[config.mk]
export PLATFORM = sky130hd
export DESIGN_NAME = ev_pilot_state_classifier
export DESIGN_NICKNAME = d
export VERILOG_FILES = /design/src/epsc_pkg.sv /design/src/epsc_classify.sv /design/src/ev_pilot_state_classifier.sv
export SDC_FILE = /design/constraint.sdc
export NUM_CORES = 1
export LEC_CHECK = 0
export BUFFER_PORTS_ARGS = -buffer_cell sky130_fd_sc_hd__buf_2
export CAP_MARGIN = 20
export CORE_ASPECT_RATIO = 1.4
export CORE_MARGIN = 2
export CORE_UTILIZATION = 50
export DETAILED_ROUTE_END_ITERATION = 10
export GPL_TIMING_DRIVEN = 0
export PLACE_DENSITY = 0.73
export RECOVER_POWER = 100
export SYNTH_ARGS = -nofsm -noshare
export SYNTH_HDL_FRONTEND = slang
export SYNTH_HIERARCHICAL = 1
export SYNTH_SLANG_ARGS = --single-unit
[constraint.sdc]
create_clock -name clk -period 5.1 [get_ports clk]
set_clock_uncertainty 0.05 [all_clocks]
set_input_delay 1.275 -clock clk [delete_from_list [all_inputs] [get_ports clk]]
set_output_delay 1.275 -clock clk [all_outputs]
set_load 0.005 [all_outputs]
[src/epsc_pkg.sv]
`timescale 1ns / 1ps

package epsc_pkg;

    typedef enum logic [2:0] {
        ST_UNKNOWN = 3'd0,
        ST_A       = 3'd1,
        ST_B       = 3'd2,
        ST_C       = 3'd3,
        ST_D       = 3'd4,
        ST_DIODE   = 3'd5,
        ST_GFAULT  = 3'd6
    } state_t;

    typedef enum logic [1:0] {
        MODE_P12 = 2'd0,
        MODE_PWM = 2'd1,
        MODE_N12 = 2'd2
    } mode_t;

    typedef enum logic [2:0] {
        REG_THRESH_A_B     = 3'd0,
        REG_THRESH_B_C     = 3'd1,
        REG_THRESH_C_D     = 3'd2,
        REG_THRESH_D_FLOOR = 3'd3,
        REG_THRESH_DIODE   = 3'd4,
        REG_CHECK_ENABLES  = 3'd5,
        REG_CAPACITY_AMPS  = 3'd6
    } reg_index_t;

    typedef struct packed {
        logic [9:0] thresh_a_b;
        logic [9:0] thresh_b_c;
        logic [9:0] thresh_c_d;
        logic [9:0] thresh_d_floor;
        logic [9:0] thresh_diode;
        logic [1:0] check_enables;
        logic [6:0] capacity_amps;
    } cfg_t;

    localparam logic [9:0]  THRESH_A_B_RST     = 10'd875;
    localparam logic [9:0]  THRESH_B_C_RST     = 10'd780;
    localparam logic [9:0]  THRESH_C_D_RST     = 10'd690;
    localparam logic [9:0]  THRESH_D_FLOOR_RST = 10'd0;
    localparam logic [9:0]  THRESH_DIODE_RST   = 10'd260;
    localparam logic [1:0]  CHECK_ENABLES_RST  = 2'd3;
    localparam logic [6:0]  CAPACITY_AMPS_RST  = 7'd16;

    localparam logic [10:0] STEADY_MARGIN  = 11'd10;
    localparam logic [9:0]  GFAULT_LOW_MAX = 10'd500;
    localparam logic [6:0]  AMPS_MIN       = 7'd6;
    localparam logic [6:0]  AMPS_MAX       = 7'd80;
    localparam logic [31:0] DEBOUNCE_A_MS  = 32'd25;
    localparam logic [31:0] DEBOUNCE_MS    = 32'd250;

endpackage

[src/epsc_classify.sv]
`timescale 1ns / 1ps

module epsc_classify (
    input  epsc_pkg::cfg_t   cfg,
    input  logic [9:0]       pilot_low,
    input  logic [9:0]       pilot_high,
    output epsc_pkg::state_t raw_state
);

    logic steady;

    assign steady = ({1'b0, pilot_high} < ({1'b0, pilot_low} + epsc_pkg::STEADY_MARGIN));

    always_comb
    begin
        raw_state = epsc_pkg::ST_UNKNOWN;
        if (steady)
        begin
            if (pilot_low < epsc_pkg::GFAULT_LOW_MAX)
            begin
                raw_state = epsc_pkg::ST_GFAULT;
            end
            else if (pilot_high >= cfg.thresh_a_b)
            begin
                raw_state = epsc_pkg::ST_A;
            end
        end
        else if (cfg.check_enables[0] && (pilot_low >= cfg.thresh_diode))
        begin
            raw_state = epsc_pkg::ST_DIODE;
        end
        else if (pilot_high >= cfg.thresh_a_b)
        begin
            raw_state = epsc_pkg::ST_A;
        end
        else if (pilot_high >= cfg.thresh_b_c)
        begin
            raw_state = epsc_pkg::ST_B;
        end
        else if (pilot_high >= cfg.thresh_c_d)
        begin
            raw_state = epsc_pkg::ST_C;
        end
        else if (pilot_high > cfg.thresh_d_floor)
        begin
            raw_state = cfg.check_enables[1] ? epsc_pkg::ST_D : epsc_pkg::ST_UNKNOWN;
        end
    end

endmodule

[src/ev_pilot_state_classifier.sv]
`timescale 1ns / 1ps

// pilot state classifier with debounce
// input channel: in_valid / in_stall with pilot_low, pilot_high, now_ms; one beat is one
//   pilot sample, taken when in_valid is high and in_stall is low
// output channel: out_valid / out_stall with evse_state, state_changed, relay_on,
//   pilot_mode, pwm_amps, fault_flag; exactly one result beat per sample, in order
// config channel: cfg_valid / cfg_ready with cfg_index and cfg_data; cfg_ready is always
//   high, indexes above 6 are dropped; write only while no sample is in flight
// a taken sample waits in the input register until its result loads the result register
// throughput: one sample per cycle unless out_stall holds; the debounce state and result
//   register load together, so successive samples see each other's effect at once
// stall: while out_stall holds a result, one more sample can sit in the input register;
//   in_stall rises only when both the input and result registers are full
// reset: rst_n low clears both registers, sets the debounced state to A with relay open,
//   +12V pilot, zero amps and no fault, and loads the config registers with their defaults
module ev_pilot_state_classifier (
    input  logic        clk,
    input  logic        rst_n,

    input  logic        in_valid,
    output logic        in_stall,
    input  logic [9:0]  pilot_low,
    input  logic [9:0]  pilot_high,
    input  logic [31:0] now_ms,

    output logic        out_valid,
    input  logic        out_stall,
    output logic [2:0]  evse_state,
    output logic        state_changed,
    output logic        relay_on,
    output logic [1:0]  pilot_mode,
    output logic [6:0]  pwm_amps,
    output logic        fault_flag,

    input  logic        cfg_valid,
    output logic        cfg_ready,
    input  logic [2:0]  cfg_index,
    input  logic [9:0]  cfg_data
);

    epsc_pkg::cfg_t   cfg_reg;

    logic             s1_valid_reg;
    logic             s1_valid_next;
    logic [9:0]       s1_low_reg;
    logic [9:0]       s1_high_reg;
    logic [31:0]      s1_now_reg;

    logic             out_valid_reg;
    logic             out_valid_next;
    epsc_pkg::state_t cur_state_reg;
    epsc_pkg::state_t cur_state_next;
    epsc_pkg::state_t cand_state_reg;
    epsc_pkg::state_t cand_state_next;
    logic [31:0]      cand_start_reg;
    logic [31:0]      cand_start_next;
    logic             changed_reg;
    logic             changed_next;
    logic             relay_reg;
    logic             relay_next;
    epsc_pkg::mode_t  mode_reg;
    epsc_pkg::mode_t  mode_next;
    logic [6:0]       amps_reg;
    logic [6:0]       amps_next;
    logic             fault_reg;
    logic             fault_next;

    epsc_pkg::state_t raw_state;
    logic             in_take;
    logic             advance;
    logic [31:0]      elapsed;
    logic [31:0]      need_ms;
    logic [6:0]       clamped_amps;

    epsc_classify u_classify (
        .cfg        (cfg_reg),
        .pilot_low  (s1_low_reg),
        .pilot_high (s1_high_reg),
        .raw_state  (raw_state)
    );

    assign advance   = s1_valid_reg && (!out_valid_reg || !out_stall);
    assign in_stall  = s1_valid_reg && !advance;
    assign in_take   = in_valid && !in_stall;
    assign cfg_ready = 1'b1;

    assign elapsed = s1_now_reg - cand_start_reg;
    assign need_ms = (raw_state == epsc_pkg::ST_A) ? epsc_pkg::DEBOUNCE_A_MS
                                                   : epsc_pkg::DEBOUNCE_MS;

    always_comb
    begin
        if (cfg_reg.capacity_amps < epsc_pkg::AMPS_MIN)
        begin
            clamped_amps = epsc_pkg::AMPS_MIN;
        end
        else if (cfg_reg.capacity_amps > epsc_pkg::AMPS_MAX)
        begin
            clamped_amps = epsc_pkg::AMPS_MAX;
        end
        else
        begin
            clamped_amps = cfg_reg.capacity_amps;
        end
    end

    // handshake bookkeeping
    always_comb
    begin
        s1_valid_next = in_take || (s1_valid_reg && !advance);
        if (advance)
        begin
            out_valid_next = 1'b1;
        end
        else if (!out_stall)
        begin
            out_valid_next = 1'b0;
        end
        else
        begin
            out_valid_next = out_valid_reg;
        end
    end

    // debounce and transition actions
    always_comb
    begin
        cur_state_next  = cur_state_reg;
        cand_state_next = cand_state_reg;
        cand_start_next = cand_start_reg;
        changed_next    = changed_reg;
        relay_next      = relay_reg;
        mode_next       = mode_reg;
        amps_next       = amps_reg;
        fault_next      = fault_reg;
        if (advance)
        begin
            if (raw_state != cur_state_reg)
            begin
                if (raw_state != cand_state_reg)
                begin
                    cand_start_next = s1_now_reg;
                end
                else if (elapsed >= need_ms)
                begin
                    cur_state_next = raw_state;
                end
            end
            cand_state_next = raw_state;
            changed_next    = (cur_state_next != cur_state_reg);
            if (changed_next)
            begin
                case (cur_state_next)
                    epsc_pkg::ST_A:
                    begin
                        relay_next = 1'b0;
                        fault_next = 1'b0;
                        mode_next  = epsc_pkg::MODE_P12;
                    end
                    epsc_pkg::ST_B:
                    begin
                        relay_next = 1'b0;
                        fault_next = 1'b0;
                        mode_next  = epsc_pkg::MODE_PWM;
                        amps_next  = clamped_amps;
                    end
                    epsc_pkg::ST_C:
                    begin
                        relay_next = 1'b1;
                        fault_next = 1'b0;
                        mode_next  = epsc_pkg::MODE_PWM;
                        amps_next  = clamped_amps;
                    end
                    epsc_pkg::ST_D:
                    begin
                        relay_next = 1'b0;
                        fault_next = 1'b1;
                        mode_next  = epsc_pkg::MODE_P12;
                    end
                    default:
                    begin
                        relay_next = 1'b0;
                        fault_next = 1'b1;
                        mode_next  = epsc_pkg::MODE_N12;
                    end
                endcase
            end
        end
    end

    always_ff @(posedge clk or negedge rst_n)
    begin
        if (!rst_n)
        begin
            s1_valid_reg   <= 1'b0;
            out_valid_reg  <= 1'b0;
            cur_state_reg  <= epsc_pkg::ST_A;
            cand_state_reg <= epsc_pkg::ST_UNKNOWN;
            cand_start_reg <= 32'd0;
            changed_reg    <= 1'b0;
            relay_reg      <= 1'b0;
            mode_reg       <= epsc_pkg::MODE_P12;
            amps_reg       <= 7'd0;
            fault_reg      <= 1'b0;
        end
        else
        begin
            s1_valid_reg   <= s1_valid_next;
            out_valid_reg  <= out_valid_next;
            cur_state_reg  <= cur_state_next;
            cand_state_reg <= cand_state_next;
            cand_start_reg <= cand_start_next;
            changed_reg    <= changed_next;
            relay_reg      <= relay_next;
            mode_reg       <= mode_next;
            amps_reg       <= amps_next;
            fault_reg      <= fault_next;
        end
    end

    always_ff @(posedge clk)
    begin
        if (in_take)
        begin
            s1_low_reg  <= pilot_low;
            s1_high_reg <= pilot_high;
            s1_now_reg  <= now_ms;
        end
    end

    always_ff @(posedge clk or negedge rst_n)
    begin
        if (!rst_n)
        begin
            cfg_reg.thresh_a_b     <= epsc_pkg::THRESH_A_B_RST;
            cfg_reg.thresh_b_c     <= epsc_pkg::THRESH_B_C_RST;
            cfg_reg.thresh_c_d     <= epsc_pkg::THRESH_C_D_RST;
            cfg_reg.thresh_d_floor <= epsc_pkg::THRESH_D_FLOOR_RST;
            cfg_reg.thresh_diode   <= epsc_pkg::THRESH_DIODE_RST;
            cfg_reg.check_enables  <= epsc_pkg::CHECK_ENABLES_RST;
            cfg_reg.capacity_amps  <= epsc_pkg::CAPACITY_AMPS_RST;
        end
        else if (cfg_valid && cfg_ready)
        begin
            case (cfg_index)
                epsc_pkg::REG_THRESH_A_B:     cfg_reg.thresh_a_b     <= cfg_data;
                epsc_pkg::REG_THRESH_B_C:     cfg_reg.thresh_b_c     <= cfg_data;
                epsc_pkg::REG_THRESH_C_D:     cfg_reg.thresh_c_d     <= cfg_data;
                epsc_pkg::REG_THRESH_D_FLOOR: cfg_reg.thresh_d_floor <= cfg_data;
                epsc_pkg::REG_THRESH_DIODE:   cfg_reg.thresh_diode   <= cfg_data;
                epsc_pkg::REG_CHECK_ENABLES:  cfg_reg.check_enables  <= cfg_data[1:0];
                epsc_pkg::REG_CAPACITY_AMPS:  cfg_reg.capacity_amps  <= cfg_data[6:0];
                default:                      cfg_reg                <= cfg_reg;
            endcase
        end
    end

    assign out_valid     = out_valid_reg;
    assign evse_state    = cur_state_reg;
    assign state_changed = changed_reg;
    assign relay_on      = relay_reg;
    assign pilot_mode    = mode_reg;
    assign pwm_amps      = amps_reg;
    assign fault_flag    = fault_reg;

`ifndef SYNTH
    // a new debounced state is always the candidate held from the previous beat
    a_change_from_candidate: assert property (@(posedge clk) disable iff (!rst_n)
        (advance && (cur_state_next != cur_state_reg)) |-> (cur_state_next == cand_state_reg))
        else $error("debounced state changed without a held candidate");

    // relay closes only in state C with PWM running
    a_relay_only_in_c: assert property (@(posedge clk) disable iff (!rst_n)
        relay_on |-> ((evse_state == epsc_pkg::ST_C) && (pilot_mode == epsc_pkg::MODE_PWM)))
        else $error("relay closed outside state C");

    // fault flag is clear exactly in states A, B and C
    a_fault_matches_state: assert property (@(posedge clk) disable iff (!rst_n)
        fault_flag == !((evse_state == epsc_pkg::ST_A) || (evse_state == epsc_pkg::ST_B)
                        || (evse_state == epsc_pkg::ST_C)))
        else $error("fault flag disagrees with state");

    // advertised current stays within the legal range while PWM runs
    a_pwm_amps_range: assert property (@(posedge clk) disable iff (!rst_n)
        (pilot_mode == epsc_pkg::MODE_PWM)
        |-> ((pwm_amps >= epsc_pkg::AMPS_MIN) && (pwm_amps <= epsc_pkg::AMPS_MAX)))
        else $error("pwm amps out of range");

    // an empty input register never holds off the sender
    a_no_stall_when_empty: assert property (@(posedge clk) disable iff (!rst_n)
        !s1_valid_reg |-> !in_stall)
        else $error("input stalled with empty input register");
`endif

endmodule
== Word level (Yosys, flattened, before mapping) ==
Index checks and enable logic that the tools add are counted.
Operators by class
  add/sub/neg operators: 2
  magnitude comparators: 10
  equal/unequal tests: 15
  mux-type cells: 21
  reductions and logical operators: 24
Operators with widths (number)
  $ge 10x10->1: 4
  $mux 3: 12
  $ge 32x8->1: 1
  $sub 32x32->32: 1
  $reduce_and 2->1: 8
  $mux 7: 2
  $eq 3x2->1 const B: 4
  $eq 3x3->1 const B: 4
  $add 10x4->11 const B: 1
  $lt 10x11->1: 1
  $gt 10x10->1: 1
  $lt 10x9->1 const B: 1
  $eq 3x1->1 const B: 3
  $ne 3x3->1: 3
  $mux 8: 1
  $gt 7x7->1 const B: 1
  $lt 7x3->1 const B: 1
  $reduce_and 3->1: 2
  $mux 1: 5
  $logic_and 1x1->1: 4
  $logic_not 1->1: 4
  $pmux 2 s2: 1
  $reduce_or 2->1: 2
  $logic_not 3->1: 1
  other kinds (3): 4
Word-level totals
  bits in registers: 163
  logic and storage cells: 92

== Logic depth before layout (Yosys ltp) ==
  word-level depth: 17
  depth in mapped cells: 24
  mapped depth without buffers: 23

== By module ==
Netlist, hierarchy kept.
Modules (own cells, without submodules)
  ev_pilot_state_classifier: times used 1, cells each 719, area an instance 8555.7 µm², sequential area each 4366.7 µm²
  epsc_classify: times used 1, cells each 218, area an instance 1635.3 µm², sequential area each 0.0 µm²

== Worst setup path before layout ==
No wires, ideal clock.
  kind: register to register
  start: reg s1_low_reg[3]
  end: reg cur_state_reg[1] (netlist: evse_state[1])
  setup time: 128 ps
  data arrival time: 5287 ps
  data required time: 4922 ps
  slack: -365 ps
  cell stages (with the launch flop): 25
  clock period less this slack: 5465 ps
  cells stage by stage: edfxtp_1 -> a21oi_1 -> nor2_1 -> nand3_1 -> xor2_1 -> ha_1 -> a21o_1 -> a21oi_1 -> o21ai_1 -> o21ai_2 -> and3b_1 -> a31o_1 -> clkbuf_1 -> nor3b_1 -> ha_1 -> nand2b_1 -> a211o_1 -> nand4_1 -> o221ai_1 -> or4b_1 -> nor2_1 -> nor4bb_1 -> nand4_1 -> o21ai_2 -> mux2_1
On the way
  longest elaborated chain between the ends: 11
  elaborated cells between the ends (all ways): 17
  classes of those cells: add/sub: 1; order compare: 4; eq/ne: 3; mux: 8; reduce/logical: 1
RTL lines
  from (decl): RTL line ev_pilot_state_classifier.sv:46  | logic [9:0] s1_low_reg;
  from (signal assigned): RTL line ev_pilot_state_classifier.sv:226  | s1_low_reg <= pilot_low;
  branches (longest 3 deep; another with $add 10x4->11)
  $mux 3 *: RTL line epsc_classify.sv:17  | if (steady)
  named net raw_state[2]: RTL line ev_pilot_state_classifier.sv:69  | epsc_pkg::state_t raw_state;
  $eq 3x1->1: RTL line ev_pilot_state_classifier.sv:89  | assign need_ms = (raw_state == epsc_pkg::ST_A) ? epsc_pkg::DEBOUNCE_A_MS
  $mux 8: RTL line ev_pilot_state_classifier.sv:89
  $ge 32x8->1: RTL line ev_pilot_state_classifier.sv:145  | else if (elapsed >= need_ms)
  $mux 3: RTL line ev_pilot_state_classifier.sv:145
  $mux 3: RTL line ev_pilot_state_classifier.sv:141  | if (raw_state != cand_state_reg)
  $mux 3 *: RTL line ev_pilot_state_classifier.sv:139  | if (raw_state != cur_state_reg)
  $mux 3 *: RTL line ev_pilot_state_classifier.sv:137  | if (advance)
  to (signal assigned): RTL line ev_pilot_state_classifier.sv:198  | cur_state_reg <= epsc_pkg::ST_A;
  to (signal assigned): RTL line ev_pilot_state_classifier.sv:211  | cur_state_reg <= cur_state_next;
  to (decl): RTL line ev_pilot_state_classifier.sv:52  | epsc_pkg::state_t cur_state_reg;
Mark *: on every way through the listed nets, which the timed path passes. The select of a mux whose other input is x is not followed.
A chain may end at the register's enable or synchronous reset.

== Worst setup path after layout ==
  start: reg s1_low_reg[2]
  end: reg cur_state_reg[2] (netlist: evse_state[2])
The elaborated chain is that of the path after synthesis.

==> run_results.csv <==
group,metric,value,unit
status,status,"finished, violations left",
status,violations,"max-capacitance violations, max-slew violations, negative setup slack",
worst_setup_path,crit_family,"simple AND/OR/NAND/NOR gates",
timing,period_share,105,%
cells_and_area,drive_gt1_share,28.6,%
yosys,ys_seq_area_share,42.8,%
power,peakVddDrop,0.275,mV
yosys,yosysWarnings,6,
clock_network,cts_tree,"yes",
clock_network,cts_root_buf,"clkbuf_16",
worst_setup_path,worstSetupPathType,"flip-flop to flip-flop",
floorplan,io_pins,88,
floorplan,coreArea,19900,um^2
worst_setup_path,path_max_fanout,3,
global_routing,grt-ovfl-total,0,
global_routing,grt_pass1_vias,7779,
routing,routed_via_density,5.75,
worst_setup_path,r2r_cells,23,
routing,drt_wl_total,24.6,mm
worst_setup_path,slowest_delay,0.54,ns
timing,fin_ws,-0.266,ns
yosys,synth_edf_count,52,
routing,num_vias,7631,
global_routing,grt_max_degree,92,
yosys,synth_seq_cells,163,
cells_and_area,syn2layout_area_growth,16.4,%
worst_setup_path,rr_endpoint,"evse_state[2]",
timing,grt_setup_unrepaired,"true",
worst_hold_path,min-delay-start,"state_changed",
global_routing,grt_usage,23.3,%
clock_network,ctsHoldBuffers,0,
yosys,synthesis.nets,1104,
cells_and_area,fin_nets,1228,
routing,wire_per_inst,18.5,um
clock_network,h-tree-depth,4,
global_routing,grt_first_pass_wirelength,39.4,mm
worst_setup_path,cp-startpoint,"s1_low_reg[2]",
floorplan,die_h,173,um
yosys,async_flop_share,68.1,%
cells_and_area,largest_reg_flops,59,
cells_and_area,final_core_util,59.6,%
yosys,synthCells,937,
yosys,postSynthAreaPerCell,10.9,um^2
clock_network,cts.sink_count,163,
timing,slew_violations,169,
clock_network,cts_made_buffers,17,
worst_setup_path,cp.arrival,5.64,ns
power,p_total,6.40,mW
worst_setup_path,cp-end-kind,"flip-flop",
timing,max_freq,186,MHz
floorplan,fp.dieW,125,um
worst_setup_path,cp_slowest_cell,"or4b_1",
cells_and_area,fill_cells,1700,
placement,io_buffers,84,
worst_setup_path,worst-r2r-setup-slack,-0.27,ns
worst_setup_path,critPathRequiredTime,5.37,ns
timing,timing_hold_violations_final,0,
timing,maxSlewHeadroom,-50.8,%
yosys,synthesis.area,10200,um^2
worst_hold_path,hold_path_class,"flip-flop to flip-flop",
yosys,ys.flop_type,"dfrtp_1",
timing,worst-slew-pin-transition,2.26,ns
floorplan,start_util,51.2,%
yosys,yosysUniqueCellTypes,92,
global_routing,antenna_found_initial,0,
floorplan,rows,61,
worst_setup_path,worstReg2RegStart,"s1_low_reg[2]",
power,powerDensity,539,nW/um^2
worst_hold_path,hold-path-endpoint,"state_changed",
clock_network,clk-insertion-delay-late,0.44,ns
timing,setup_viol,14,
worst_setup_path,crit_chain,"a21oi_2, nor2_2, nand3_1, xor2_1, ha_1, a21o_1, a21oi_2, o21ai_2, o21ai_2, and3b_1, a31o_1, nor3b_4, ha_1, nand2b_4, a211o_1, nand4_1, o221ai_2, or4b_1, nor2_1, nor4bb_2, nand4_1, o21ai_4, mux2_4",
placement,dpl.hpwl,18.3,mm
clock_network,clockBufferDepth,2,
placement,place_congestion,0.932,
placement,post-place-ws,-0.814,ns
timing,period_needed,5.37,ns
cells_and_area,diodes,0,
routing,first_iter_violations,393,
worst_setup_path,path_buf_inv,0,
routing,dr.pass1.iters,5,
worst_hold_path,hold_depth,2,
worst_setup_path,cp-start-kind,"flip-flop",
flow_run,drv_cap,5,
power,leakagePower,5.33,nW
floorplan,die_area,21600,um^2
routing,route.detailed.drc,0,
routing,ant_nets,0,
clock_network,cts.clk_slew.worst_paths,0.06,ns
worst max path at each step:
| stage | to | slack (ns) | cells after the start |
|---|---|---|---|
| finish | evse_state[2] | -0.27 | 23 |
| global route | pwm_amps[6] | -0.52 | 24 |
| global placement | evse_state[1] | -0.82 | 22 |
| CTS | evse_state[2] | -0.32 | 24 |
| detailed placement | evse_state[2] | -0.81 | 22 |
| floorplan | evse_state[1] | 0.001 | 23 |
per-stage QoR:
stage	std cells	instance area, um^2	hold slack [ns]	TNS, ns
after floorplan	937	10200	0.404	0
after global placement	1273	10900	0.409	-11.95
after detailed placement	1275	11000	0.409	-11.97
after CTS	1323	11900	0.434	-3.54
after global routing	1326	11900	0.463	-6.98
final	1326	11900	0.444	-2.57
layout by cell type (no fill, tap or decap), types with 8 or more instances in the layout:
master     synthesis  final
clkbuf_1          20     29
dfrtp_1           89     89
ha_1              96     94
nor2b_1            8      8
xor2_1            17     17
nand4_1           18     18
buf_4              1     18
a211oi_1           9      8
buf_6              3      8
inv_1             93     93
dfstp_2           22     21
clkbuf_16          0     20
a21o_1            12     12
nand2b_1          10      9
nor3_1            10     10
o21ai_0           25     25
nand3_1           22     21
mux2_4             4      8
mux2_2            95     94
xnor2_1           15     15
edfxtp_1          52     52
nor2_1            33     32
buf_2              4     79
a21oi_1           59     55
nand2_1           54     53
cell type report:
cell class              instances  area (um^2)  share of cell area, %
multi-input cells             651         5490                   46.3
inverters                      93          349                   2.94
clock buffers                  27          567                   4.78
well taps                     252          315                   2.66
plain buffers                  28          144                   1.21
flip-flops and latches        163         4370                   36.8
clock inverters                 5         36.3                  0.306
repair buffers                107          594                   5.01
where the power goes:
part	total [mW]	switching, mW	internal, mW
logic	3.20	1.81	1.39
clock network	1.29	0.530	0.765
registers	1.91	0.195	1.71
kinds of logic (layout without fill, tap and decap cells):
kind of cell	Yosys count	count (layout)	synth area share, %
muxes	106	106	11.8
and+or+nand+nor	213	213	11.7
other	1	1	0.0368
DFF	163	163	42.8
AOI/OAI and AO/OA	202	202	14.1
xor gates and xnor gates	32	32	2.75
adders and majority gates	97	97	12.0
buffers and inverters	123	260	4.84
Yosys cell counts, types with 10 or more instances:
| master | count | area, um^2 |
|---|---|---|
| edfxtp_1 | 52 | 1560 |
| mux2_2 | 95 | 1070 |
| xnor2_1 | 15 | 131 |
| nand4_1 | 18 | 113 |
| ha_1 | 96 | 1200 |
| nand2_1 | 54 | 203 |
| nand2b_1 | 10 | 62.6 |
| a21oi_1 | 59 | 295 |
| nand3_1 | 22 | 110 |
| nor2_1 | 33 | 124 |
| a21o_1 | 12 | 90.1 |
| dfrtp_1 | 89 | 2230 |
| xor2_1 | 17 | 149 |
| nor3_1 | 10 | 50.1 |
| dfstp_2 | 22 | 578 |
| clkbuf_1 | 20 | 75.1 |
| inv_1 | 93 | 349 |
| o21ai_0 | 25 | 125 |
per-layer routing:
metal  track usage (%)  up-vias  wire (um)
met4              11.6        0        948
met1              25.0     3709       9470
li1                  -     3690          -
met3              3.53       66        744
met5                 0        -          0
met2              43.9      166      13400
worst reg2reg max path: cells and delay by family (launching register included):
family | cells | cell delay, ns
AO/OA/AOI/OAI | 9 | 1.75
XOR/XNOR | 1 | 0.16
adder cells (fa/ha/maj) | 2 | 0.55
flip-flops | 1 | 0.48
multiplexers | 1 | 0.33
AND/OR/NAND/NOR | 10 | 1.94
what timing repair did:
action,4_1_cts,5_1_grt
pin swaps,28,8
gates cloned,0,0
endpoints found under the setup margin,43,43
setup buffers,17,4
gates resized for setup,33,6
hold endpoints to repair,0,0
Power figures use the tool's default switching activity.
